## src/rtl/sfs_pkg.sv

```systemverilog
// ----------------------------------------------------------------------------
// sfs_pkg: shared types and constants for the separator-set field splitter
// Holds register indexes, field widths, reset values and the token limit clamp.
// ----------------------------------------------------------------------------
package sfs_pkg;

    // Field widths
    localparam int BYTE_W   = 8;
    localparam int POS_W    = 12;
    localparam int IDX_W    = 6;
    localparam int COUNT_W  = 7;
    localparam int CFG_IDX_W = 3;
    localparam int CFG_DATA_W = 64;
    localparam int MAP_W    = 256;

    // Limits
    localparam logic [COUNT_W-1:0] TOKEN_LIMIT_MAX = 7'd64;
    localparam logic [COUNT_W-1:0] TOKEN_LIMIT_MIN = 7'd1;
    localparam logic [POS_W-1:0]   POS_MAX         = 12'd4095;

    // Line terminators
    localparam logic [BYTE_W-1:0] CHAR_NUL = 8'h00;
    localparam logic [BYTE_W-1:0] CHAR_LF  = 8'h0A;

    // Register reset values: tab and space are separators
    localparam logic [CFG_DATA_W-1:0] SEP_MAP_0_RESET = 64'h0000_0001_0000_0200;
    localparam logic [COUNT_W-1:0]    MAX_TOKENS_RESET = 7'd16;

    // Configuration register indexes
    typedef enum logic [CFG_IDX_W-1:0] {
        REG_SEP_MAP_0  = 3'd0,
        REG_SEP_MAP_1  = 3'd1,
        REG_SEP_MAP_2  = 3'd2,
        REG_SEP_MAP_3  = 3'd3,
        REG_MAX_TOKENS = 3'd4
    } cfg_reg_e;

    // Settings handed from the register file to the splitter core
    typedef struct packed {
        logic [MAP_W-1:0]   sep_map;
        logic [COUNT_W-1:0] token_limit;
    } cfg_t;

    // Clamp a written token limit into 1..64
    function automatic logic [COUNT_W-1:0] clamp_limit(input logic [COUNT_W-1:0] raw);
        logic [COUNT_W-1:0] lim;
        begin
            lim = raw;
            if (lim < TOKEN_LIMIT_MIN)
            begin
                lim = TOKEN_LIMIT_MIN;
            end
            if (lim > TOKEN_LIMIT_MAX)
            begin
                lim = TOKEN_LIMIT_MAX;
            end
            return lim;
        end
    endfunction

endpackage

```

## src/rtl/sfs_cfg_regs.sv

```systemverilog
// ----------------------------------------------------------------------------
// sfs_cfg_regs: configuration register file
// Holds the 256-bit separator map and the clamped token limit.
// ----------------------------------------------------------------------------
module sfs_cfg_regs
    import sfs_pkg::*;
(
    input  logic                  clk,
    input  logic                  rst_n,
    input  logic                  cfg_valid,
    output logic                  cfg_ready,
    input  logic [CFG_IDX_W-1:0]  cfg_index,
    input  logic [CFG_DATA_W-1:0] cfg_data,
    output cfg_t                  cfg
);

    logic [CFG_DATA_W-1:0] map0_reg;
    logic [CFG_DATA_W-1:0] map1_reg;
    logic [CFG_DATA_W-1:0] map2_reg;
    logic [CFG_DATA_W-1:0] map3_reg;
    logic [COUNT_W-1:0]    limit_reg;
    logic                  cfg_write;

    // Always take a write
    assign cfg_ready = 1'b1;
    assign cfg_write = cfg_valid && cfg_ready;

    // Decode the index and store the word; drop writes past the list
    always_ff @(posedge clk or negedge rst_n)
    begin
        if (!rst_n)
        begin
            map0_reg  <= SEP_MAP_0_RESET;
            map1_reg  <= '0;
            map2_reg  <= '0;
            map3_reg  <= '0;
            limit_reg <= MAX_TOKENS_RESET;
        end
        else if (cfg_write)
        begin
            unique case (cfg_index)
                REG_SEP_MAP_0:  map0_reg  <= cfg_data;
                REG_SEP_MAP_1:  map1_reg  <= cfg_data;
                REG_SEP_MAP_2:  map2_reg  <= cfg_data;
                REG_SEP_MAP_3:  map3_reg  <= cfg_data;
                REG_MAX_TOKENS: limit_reg <= clamp_limit(cfg_data[COUNT_W-1:0]);
                default:        ;
            endcase
        end
    end

    assign cfg.sep_map     = {map3_reg, map2_reg, map1_reg, map0_reg};
    assign cfg.token_limit = limit_reg;

endmodule

```

## src/rtl/sfs_core.sv

```systemverilog
// ----------------------------------------------------------------------------
// sfs_core: splitter datapath
// Input register, byte classification and phase update, result register.
// ----------------------------------------------------------------------------
module sfs_core
    import sfs_pkg::*;
(
    input  logic               clk,
    input  logic               rst_n,
    input  cfg_t               cfg,
    input  logic               in_valid,
    output logic               in_ready,
    input  logic [BYTE_W-1:0]  in_byte,
    output logic               out_valid,
    input  logic               out_ready,
    output logic [BYTE_W-1:0]  out_byte,
    output logic [POS_W-1:0]   position,
    output logic               token_start,
    output logic [IDX_W-1:0]   token_index,
    output logic               line_end,
    output logic [COUNT_W-1:0] token_count
);

    typedef enum logic [1:0] {
        PH_SKIP  = 2'd0,
        PH_TOKEN = 2'd1,
        PH_SEP   = 2'd2,
        PH_PASS  = 2'd3
    } phase_t;

    // Line state
    phase_t             phase_reg,  phase_next;
    logic [POS_W-1:0]   pos_reg,    pos_next;
    logic [COUNT_W-1:0] seen_reg,   seen_next;

    // Input stage
    logic               s1_valid_reg;
    logic [BYTE_W-1:0]  s1_byte_reg;

    // Result stage
    logic               out_valid_reg;
    logic [BYTE_W-1:0]  out_byte_reg,   out_byte_next;
    logic [POS_W-1:0]   position_reg;
    logic               start_reg,      start_next;
    logic [IDX_W-1:0]   index_reg,      index_next;
    logic               line_end_reg;
    logic [COUNT_W-1:0] count_reg;

    logic               out_free;
    logic               s1_move;
    logic               is_term;
    logic               is_sep;
    logic [COUNT_W-1:0] seen_inc;

    // Handshake: the result register frees when empty or taken
    assign out_free = !out_valid_reg || out_ready;
    assign s1_move  = s1_valid_reg && out_free;
    assign in_ready = !s1_valid_reg || out_free;

    // Classify the held byte
    assign is_term  = (s1_byte_reg == CHAR_NUL) || (s1_byte_reg == CHAR_LF);
    assign is_sep   = !is_term && cfg.sep_map[s1_byte_reg];
    assign seen_inc = seen_reg + COUNT_W'(1);

    // Work out the result and the next line state
    always_comb
    begin
        phase_next    = phase_reg;
        seen_next     = seen_reg;
        out_byte_next = s1_byte_reg;
        start_next    = 1'b0;
        index_next    = '0;

        if (is_term)
        begin
            if (phase_reg == PH_SKIP)
            begin
                start_next = 1'b1;
                seen_next  = TOKEN_LIMIT_MIN;
            end
        end
        else
        begin
            unique case (phase_reg)
                PH_SKIP:
                begin
                    if (!is_sep)
                    begin
                        start_next = 1'b1;
                        seen_next  = TOKEN_LIMIT_MIN;
                        phase_next = (TOKEN_LIMIT_MIN >= cfg.token_limit) ? PH_PASS
                                                                          : PH_TOKEN;
                    end
                end
                PH_TOKEN:
                begin
                    if (is_sep)
                    begin
                        if (seen_reg < cfg.token_limit)
                        begin
                            out_byte_next = '0;
                            phase_next    = PH_SEP;
                        end
                        else
                        begin
                            phase_next = PH_PASS;
                        end
                    end
                end
                PH_SEP:
                begin
                    if (!is_sep)
                    begin
                        start_next = 1'b1;
                        index_next = seen_reg[IDX_W-1:0];
                        seen_next  = seen_inc;
                        phase_next = (seen_inc >= cfg.token_limit) ? PH_PASS : PH_TOKEN;
                    end
                end
                PH_PASS:
                begin
                end
                default:
                begin
                end
            endcase
        end

        // Advance the position, saturating; restart after a terminator
        if (is_term)
        begin
            pos_next = '0;
        end
        else if (pos_reg < POS_MAX)
        begin
            pos_next = pos_reg + POS_W'(1);
        end
        else
        begin
            pos_next = pos_reg;
        end
    end

    // Hold state, the input word and the result word
    always_ff @(posedge clk or negedge rst_n)
    begin
        if (!rst_n)
        begin
            phase_reg     <= PH_SKIP;
            pos_reg       <= '0;
            seen_reg      <= '0;
            s1_valid_reg  <= 1'b0;
            s1_byte_reg   <= '0;
            out_valid_reg <= 1'b0;
            out_byte_reg  <= '0;
            position_reg  <= '0;
            start_reg     <= 1'b0;
            index_reg     <= '0;
            line_end_reg  <= 1'b0;
            count_reg     <= '0;
        end
        else
        begin
            if (in_ready)
            begin
                s1_valid_reg <= in_valid;
                if (in_valid)
                begin
                    s1_byte_reg <= in_byte;
                end
            end

            if (out_free)
            begin
                out_valid_reg <= s1_valid_reg;
            end

            if (s1_move)
            begin
                out_byte_reg <= out_byte_next;
                position_reg <= pos_reg;
                start_reg    <= start_next;
                index_reg    <= index_next;
                line_end_reg <= is_term;
                count_reg    <= seen_next;

                if (is_term)
                begin
                    phase_reg <= PH_SKIP;
                    seen_reg  <= '0;
                end
                else
                begin
                    phase_reg <= phase_next;
                    seen_reg  <= seen_next;
                end
                pos_reg <= pos_next;
            end
        end
    end

    assign out_valid   = out_valid_reg;
    assign out_byte    = out_byte_reg;
    assign position    = position_reg;
    assign token_start = start_reg;
    assign token_index = index_reg;
    assign line_end    = line_end_reg;
    assign token_count = count_reg;

endmodule

```

## src/rtl/separator_set_field_splitter.sv

```systemverilog
// ----------------------------------------------------------------------------
// separator_set_field_splitter: in-place line tokeniser on a separator set
// Top level joining the configuration registers and the splitter core.
// ----------------------------------------------------------------------------
// One byte word is taken per cycle when the output is not stalled, and one result
// word leaves per byte, passing through the input register and then the result
// register. The separator map lookup and the phase update sit between these two
// registers, so a full byte rate is kept for any run of bytes; while a result
// waits at the output the input register takes one more word and then holds the
// input until the result is taken.
// Configuration writes complete in the cycle they are presented and should be
// made only while no byte is in flight.
// ----------------------------------------------------------------------------
module separator_set_field_splitter
    import sfs_pkg::*;
(
    input  logic                  clk,
    input  logic                  rst_n,
    input  logic                  cfg_valid,
    output logic                  cfg_ready,
    input  logic [CFG_IDX_W-1:0]  cfg_index,
    input  logic [CFG_DATA_W-1:0] cfg_data,
    input  logic                  in_valid,
    output logic                  in_ready,
    input  logic [BYTE_W-1:0]     in_byte,
    output logic                  out_valid,
    input  logic                  out_ready,
    output logic [BYTE_W-1:0]     out_byte,
    output logic [POS_W-1:0]      position,
    output logic                  token_start,
    output logic [IDX_W-1:0]      token_index,
    output logic                  line_end,
    output logic [COUNT_W-1:0]    token_count
);

    cfg_t cfg;

    sfs_cfg_regs u_cfg_regs (
        .clk       (clk),
        .rst_n     (rst_n),
        .cfg_valid (cfg_valid),
        .cfg_ready (cfg_ready),
        .cfg_index (cfg_index),
        .cfg_data  (cfg_data),
        .cfg       (cfg)
    );

    sfs_core u_core (
        .clk         (clk),
        .rst_n       (rst_n),
        .cfg         (cfg),
        .in_valid    (in_valid),
        .in_ready    (in_ready),
        .in_byte     (in_byte),
        .out_valid   (out_valid),
        .out_ready   (out_ready),
        .out_byte    (out_byte),
        .position    (position),
        .token_start (token_start),
        .token_index (token_index),
        .line_end    (line_end),
        .token_count (token_count)
    );

endmodule

```

## config.mk

```make
export PLATFORM = sky130hd
export DESIGN_NAME = separator_set_field_splitter
export DESIGN_NICKNAME = d
export VERILOG_FILES = /design/src/rtl/sfs_pkg.sv /design/src/rtl/sfs_cfg_regs.sv /design/src/rtl/sfs_core.sv /design/src/rtl/separator_set_field_splitter.sv
export SDC_FILE = /design/constraint.sdc
export NUM_CORES = 1
export LEC_CHECK = 0
export BUFFER_PORTS_ARGS = -buffer_cell sky130_fd_sc_hd__buf_2
export CAP_MARGIN = 10
export CORE_ASPECT_RATIO = 2
export CORE_MARGIN = 3
export CORE_UTILIZATION = 41
export CTS_BUF_LIST = sky130_fd_sc_hd__clkbuf_4 sky130_fd_sc_hd__clkbuf_8
export DETAILED_ROUTE_END_ITERATION = 12
export GPL_ROUTABILITY_DRIVEN = 0
export SYNTH_ARGS = -nofsm -noshare
export SYNTH_HDL_FRONTEND = slang
export SYNTH_SLANG_ARGS = --single-unit
```

## constraint.sdc

```tcl
create_clock -name clk -period 7.1 [get_ports clk]
set_clock_uncertainty 0.1 [all_clocks]
set_input_delay 0.71 -clock clk [delete_from_list [all_inputs] [get_ports clk]]
set_output_delay 0.71 -clock clk [all_outputs]
set_load 0.03 [all_outputs]
```

==> results of run 1 <==
-- critical path, cell delays in order, from the launching register on --
cell and delay [ns]:
dfrtp_4 0.82, buf_4 0.67, mux4_2 0.57, nand2b_1 0.15, a41oi_1 0.19, o21ai_0 0.11, nor3_1 0.34, o22ai_4 0.22
nand2_1 0.16, inv_1 0.06, ha_1 0.27, a22oi_1 0.18, o21ai_0 0.10, nand2_1 0.08, o21ai_0 0.10, nand2_1 0.09
nand2_1 0.06
-- how the worst max path moves through the flow --
stage / cells after the start / end
after floorplan: 17 / u_core.token_count[0]
after global placement: 16 / u_core.token_count[0]
after detailed placement: 16 / u_core.token_count[0]
after CTS: 16 / u_core.token_count[0]
after global routing: 16 / u_core.token_count[0]
final: 16 / u_core.token_count[0]
-- through the flow --
| step | instance area (µm²) | util |
|---|---|---|
| finish | 17400 | 0.472 |
| global placement | 16400 | 0.445 |
| CTS | 17400 | 0.472 |
| global route | 17400 | 0.472 |
| floorplan | 15400 | - |
| detailed placement | 16400 | 0.445 |
-- power breakdown --
group          switching (mW)  internal, mW  leakage (nW)
sequential              0.308          2.30          4.01
clock                   0.724         0.825         0.512
combinational           0.720         0.732          3.09
-- routing by layer --
metal  GRT usage  up-vias  wire length, µm
met4      0.0820        0             1680
met2       0.360      190            21200
met3      0.0241       82             1040
met1       0.214     4978            14000
li1            -     4346                -
met5           0        -                0
-- final cells by class --
type                       count  area, µm²
antenna                        1       2.50
clock buffer                  77        928
clock inverter                 7       45.0
fill                        3268      19400
inverter                      24       90.1
multi-input combinational    706       6790
sequential                   329       8250
tap                          454        568
timing repair buffer         127        686
-- kinds of logic after synthesis --
family,synth area share
muxes,0.299
DFF,0.535
and+or+nand+nor,0.0651
AOI/OAI and AO/OA,0.0519
buffers and inverters,0.0255
adders and majority gates,0.0171
xor gates and xnor gates,0.00626
other,0.000244
-- cells in the mapped netlist, drive strengths merged, types with 4 or more instances --
| cell type | count | area share |
|---|---|---|
| a21boi | 4 | 0.0020 |
| a21oi | 14 | 0.0046 |
| a221oi | 6 | 0.0034 |
| a22o | 4 | 0.0023 |
| a22oi | 11 | 0.0054 |
| a31oi | 5 | 0.0020 |
| buf | 21 | 0.0094 |
| clkbuf | 42 | 0.010 |
| dfrtp | 326 | 0.53 |
| ha | 21 | 0.017 |
| inv | 24 | 0.0059 |
| mux2 | 272 | 0.20 |
| mux2i | 26 | 0.017 |
| mux4 | 55 | 0.082 |
| nand2 | 84 | 0.020 |
| nand2b | 16 | 0.0065 |
| nand3 | 22 | 0.0072 |
| nand4 | 8 | 0.0033 |
| nor2 | 30 | 0.0073 |
| nor2b | 9 | 0.0037 |
| nor3 | 13 | 0.0050 |
| nor4 | 5 | 0.0030 |
| o21a | 7 | 0.0034 |
| o21ai | 37 | 0.012 |
| o31ai | 4 | 0.0032 |
| or3 | 7 | 0.0028 |
| xnor2 | 6 | 0.0034 |
| xor2 | 5 | 0.0028 |
==> summary.txt, run 1 <==
Timing
  – Fin worst setup slack: 2.70 ns
  – Setup tns final: 0 ns
  – Tmin final: roughly 4.4 ns
  – Slew Limit Fails: 0
  – Final worst-path cycle share: 0.620
  – Maximum clock frequency: between 200 and 250 MHz
  – Final Hold Vio Count: 0
  – Unrepaired setup endpoints after global routing: false
  – Hold Slack: 0.0552 ns
  – Final setup vio count: 0
  – Max-Slew Margin vs Limit: 0.336
  – Worst Max-Slew Pin Slew: around 1 ns

Floorplanning
  – Chip Width: 143 µm
  – # IOs: roughly 120
  – Std-Cell Core Area: 0.0368 mm²
  – Die Height: 280 µm
  – # rows: 99
  – Die ar.: roughly 0.04 mm²
  – Starting Density: 0.418

CTS
  – Post-CTS setup buffers: 0
  – Num CTS Buffers: 47
  – Clk buf depth: 3
  – Hold_buf cts: 0
  – Htree depth: 2
  – Clock slew at reported path FFs: 0.07 ns
  – Clock sinks: 329
  – TritonCTS clock tree: yes
  – Worst skew pair latency: about 0.60 ns
  – Root Buffer: clkbuf_8
  – Post-cts sizing count: 0

Synth
  – Synth Instances: 1122
  – Number of synthesized flops with an enable pin: 0
  – Primary FF master, synth: dfrtp_1
  – Post-synth cell types: 62
  – Synth warn: 0
  – Mapped Avg Cell Area: 13.7 µm²
  – Synth Cell Area: approximately 0.015 mm²
  – Post-synthesis sequential area ratio: 0.535
  – Syn_nets: 1223
  – Ys async rst share: 1.00
  – Seq cells post-synth: 329

Layout
  – Area grow syn2layout: 12.8%
  – Nets@finish: 1336
  – Commonest non-fill, non-tap cell in the layout: dfrtp_1
  – Layout cell share with drive strength beyond 1: 0.432
  – Most frequent cells in the layout: 323 x dfrtp_1, 271 x mux2_2, 115 x buf_2
  – Finished Layout Cells: 1725

Global route
  – Initial antenna violation count: 3
  – Number of global-route vias before repair: 10380
  – First-pass GRT wire length: ~60 mm
  – Grt ovf: 0
  – Pin count of the biggest net entering global routing: 138
  – GRT Overall Usage: 0.192

Pwr
  – Peak VDD IR: 0.166 mV
  – Pwr Total: ~5.6 mW
  – Cell Pwr Density: 323 mW/mm²
  – Pleak: 7.61 nW

Worst setup path
  – WP data arrival: 4.79 ns
  – Critical path origin: u_core.s1_byte_reg[0]
  – R2r setup slk: 2.70 ns
  – Reg2reg end: u_core.token_count[0]
  – Reg2Reg Depth: 16
  – CP Launch Type: register
  – Critical Path Sink Type: register
  – Source of the worst register-to-register timing path: u_core.s1_byte_reg[0]
  – CP max FO: 38
  – Critical Path RT: 7.49 ns
  – CP Class: register to register

Placement
  – Pre-CTS WS: roughly 2.7 ns
  – Post-detail-place hpwl: 26.0 mm
  – Input/output buffers: 116
  – Placed insts: 1640

Routing
  – Vias: 9596
  – Post-route ant nets: 0
  – Initial detailed-routing violation count: 316
  – Vias per Instance: 5.56
  – Avg WL per Cell: ~22 µm
  – Final WL: between 30 and 40 mm
  – Post-route DRC: 0
  – DRT Pass-1 Iters: 4

Run
  – Max-Cap Viols: 0

Status
  – Status: complete, no violations

Hold path
  – Hold Crit Class: input pin to asynchronous set/reset pin
Note: power is estimated with default switching activity, not from simulation.
==> inputs of run 2 (changes only) <==
clock period = 4 ns   (was 7.1 ns; I/O delays follow)
==> run 2 against run 1 <==
  * Sequential share of layout area is 1.9 points lower
  * Final cell count increased by 3.7%
  * Clock-buffer cell count increased by 1
  * Non-clock buffer count is 63 higher
  * Via count is 2.3% higher
  * Cell area up 4.2%
  * Die area unchanged
  * Routed wire length shrank 0.43%
  * Utilization is 2.0 points higher
  * Worst hold slack lost 0.034 ns
  * Critical path type unchanged
  * Highest routed layer is now met5
==> summary.txt, run 2 (synthesized netlist as in run 1, its figures left out) <==
Timing
  – Unrepaired setup endpoints after global routing: false
  – Worst Max-Slew Pin Slew: 1.03 ns
  – Final setup vio count: 0
  – Final worst-path cycle share: 0.917
  – Tmin final: 3.67 ns
  – Max-Slew Margin vs Limit: 0.315
  – Slew Limit Fails: 0
  – Setup tns final: 0 ns
  – Final Hold Vio Count: 0
  – Maximum clock frequency: around 270 MHz

Floorplanning
  – Std-Cell Core Area: 0.0368 mm²
  – Chip Width: 143 µm
  – Die ar.: about 0.040 mm²
  – # rows: 99
  – # IOs: approximately 120
  – Die Height: 280 µm
  – Starting Density: 0.418

CTS
  – Root Buffer: clkbuf_8
  – Worst skew pair latency: ~0.60 ns
  – Clock slew at reported path FFs: 0.07 ns
  – Clk buf depth: 3
  – Num CTS Buffers: 48
  – TritonCTS clock tree: yes
  – Post-CTS setup buffers: 0
  – Clock sinks: 329
  – Post-cts sizing count: 0
  – Htree depth: 2

Routing
  – Post-route ant nets: 0
  – Initial detailed-routing violation count: 411
  – DRT Pass-1 Iters: 4
  – Final WL: 37.7 mm
  – Vias per Instance: 5.49
  – Post-route DRC: 0
  – Avg WL per Cell: 21.1 µm
  – Vias: 9814

Worst setup path
  – WP data arrival: 4.05 ns
  – Critical Path RT: 4.38 ns
  – Slowest CP cell: dfrtp_4
  – Top delay family on crit path: compound AO/OA/AOI/OAI gates
  – Crit path top cell by count: nand2_1
  – Cell Chain, Critical Path: mux4_1, mux2_2, o221ai_1, a31oi_1, o31ai_2, o22ai_4, nand2_1, inv_1, ha_1, a22oi_1, o21ai_0, nand2_1, o21ai_0, nand2_1, nand2_1
  – Slowest stage delay, CP: between 0.7 and 0.8 ns
  – CP Class: register to register
  – CP max FO: 25
  – CP Launch Type: register
  – Critical Path Sink Type: register
  – CP Buf/Inv Count: 1

Global route
  – Grt ovf: 0
  – First-pass GRT wire length: about 61 mm
  – GRT Overall Usage: 0.194
  – Initial antenna violation count: 2
  – Pin count of the biggest net entering global routing: 109
  – Number of global-route vias before repair: ~11000

Pwr
  – Cell Pwr Density: 562 mW/mm²
  – Pleak: 7.94 nW
  – Peak VDD IR: 0.239 mV

Layout
  – Nets@finish: 1400
  – Area grow syn2layout: 17.5%
  – Layout cell share with drive strength beyond 1: 0.419
  – Commonest non-fill, non-tap cell in the layout: dfrtp_1
  – Most frequent cells in the layout: 323 x dfrtp_1, 271 x mux2_2, 115 x buf_2
  – Finished Layout Cells: 1788

Run
  – Max-Cap Viols: 0

Placement
  – Placed insts: about 1700
  – Post-detail-place hpwl: 26.3 mm
  – Input/output buffers: approximately 120

Hold path
  – Hold Crit Class: input pin to register

Status
  – Status: complete, no violations
[run 2: cell types whose count changed in the layout (fill, tap and decap cells not counted), sizes merged]
cell	delta
clkinv	-1
clkbuf	+1
inv	+1
buf	+10
clkinvlp	-3
dlygate4sd3	+53
bufinv	+2
[run 2: report_power, final]
part | total (mW) | switching, mW | internal [mW]
sequential | 4.60 | 0.523 | 4.08
clock | 2.87 | 1.28 | 1.59
combinational | 2.69 | 1.32 | 1.37
total | 10.2 | 3.12 | 7.04
[run 2: area by class of cell]
type	instances	area (µm²)
sequential	329	8250
clock buffer	78	930
multi-input combinational	706	6790
clock inverter	6	86.3
timing repair buffer	190	1370
fill	3260	18700
inverter	24	90.1
tap	454	568
antenna	1	2.50
[run 2: worst paths after layout]
check,cells past startpoint,startpoint,endpoint,slack [ns]
min in group asynchronous,2,rst_n,u_core.pos_reg[8],0.36
worst min-delay path,2,cfg_data[52],u_cfg_regs.map2_reg[52],0.02
worst max-delay path,15,u_core.s1_byte_reg[0],u_core.token_count[0],0.33
worst min register to register,2,u_core.position[7],u_core.position[7],0.37
worst max register to register,15,u_core.s1_byte_reg[0],u_core.token_count[0],0.33
max in group asynchronous,3,rst_n,u_cfg_regs.map1_reg[5],2.34
[run 2: repair_timing]
item / 4_1_cts / 5_1_grt
endpoints found under the setup margin: 0 / 0
endpoints found under the hold margin: 272 / 0
hold buffers: 53 / 0
[run 2: through the flow]
step / setup WS [ns] / cell area [µm²] / hold slack (ns) / utilization / total power [mW]
6_report: 0.330 / 18100 / 0.0217 / 0.491 / 10.2
5_1_grt: 0.0356 / 18100 / 0.00337 / 0.491 / 10.7
4_1_cts: 0.302 / 18100 / 0.00000572 / 0.491 / 10.3
3_5_place_dp: 0.336 / 16500 / 0.358 / 0.449 / 7.35
3_3_place_gp: 0.334 / 16500 / 0.355 / 0.449 / 7.26
2_1_floorplan: 0.661 / 15400 / 0.00441 / - / 6.43
[run 2: worst register-to-register path: stages, from the launching register on]
cell and delay [ns]:
dfrtp_4 0.75, mux4_1 0.64, mux2_2 0.29, o221ai_1 0.25, a31oi_1 0.09, o31ai_2 0.34
o22ai_4 0.12, nand2_1 0.11, inv_1 0.05, ha_1 0.27, a22oi_1 0.17, o21ai_0 0.10
nand2_1 0.08, o21ai_0 0.08, nand2_1 0.07, nand2_1 0.05
[run 2: layer usage]
layer / up-vias / track usage / wire length [µm]
li1: 4464 / - / -
met1: 5050 / 0.211 / 13600
met2: 207 / 0.371 / 21400
met3: 91 / 0.0244 / 1200
met4: 2 / 0.0800 / 1530
met5: - / 0 / 13
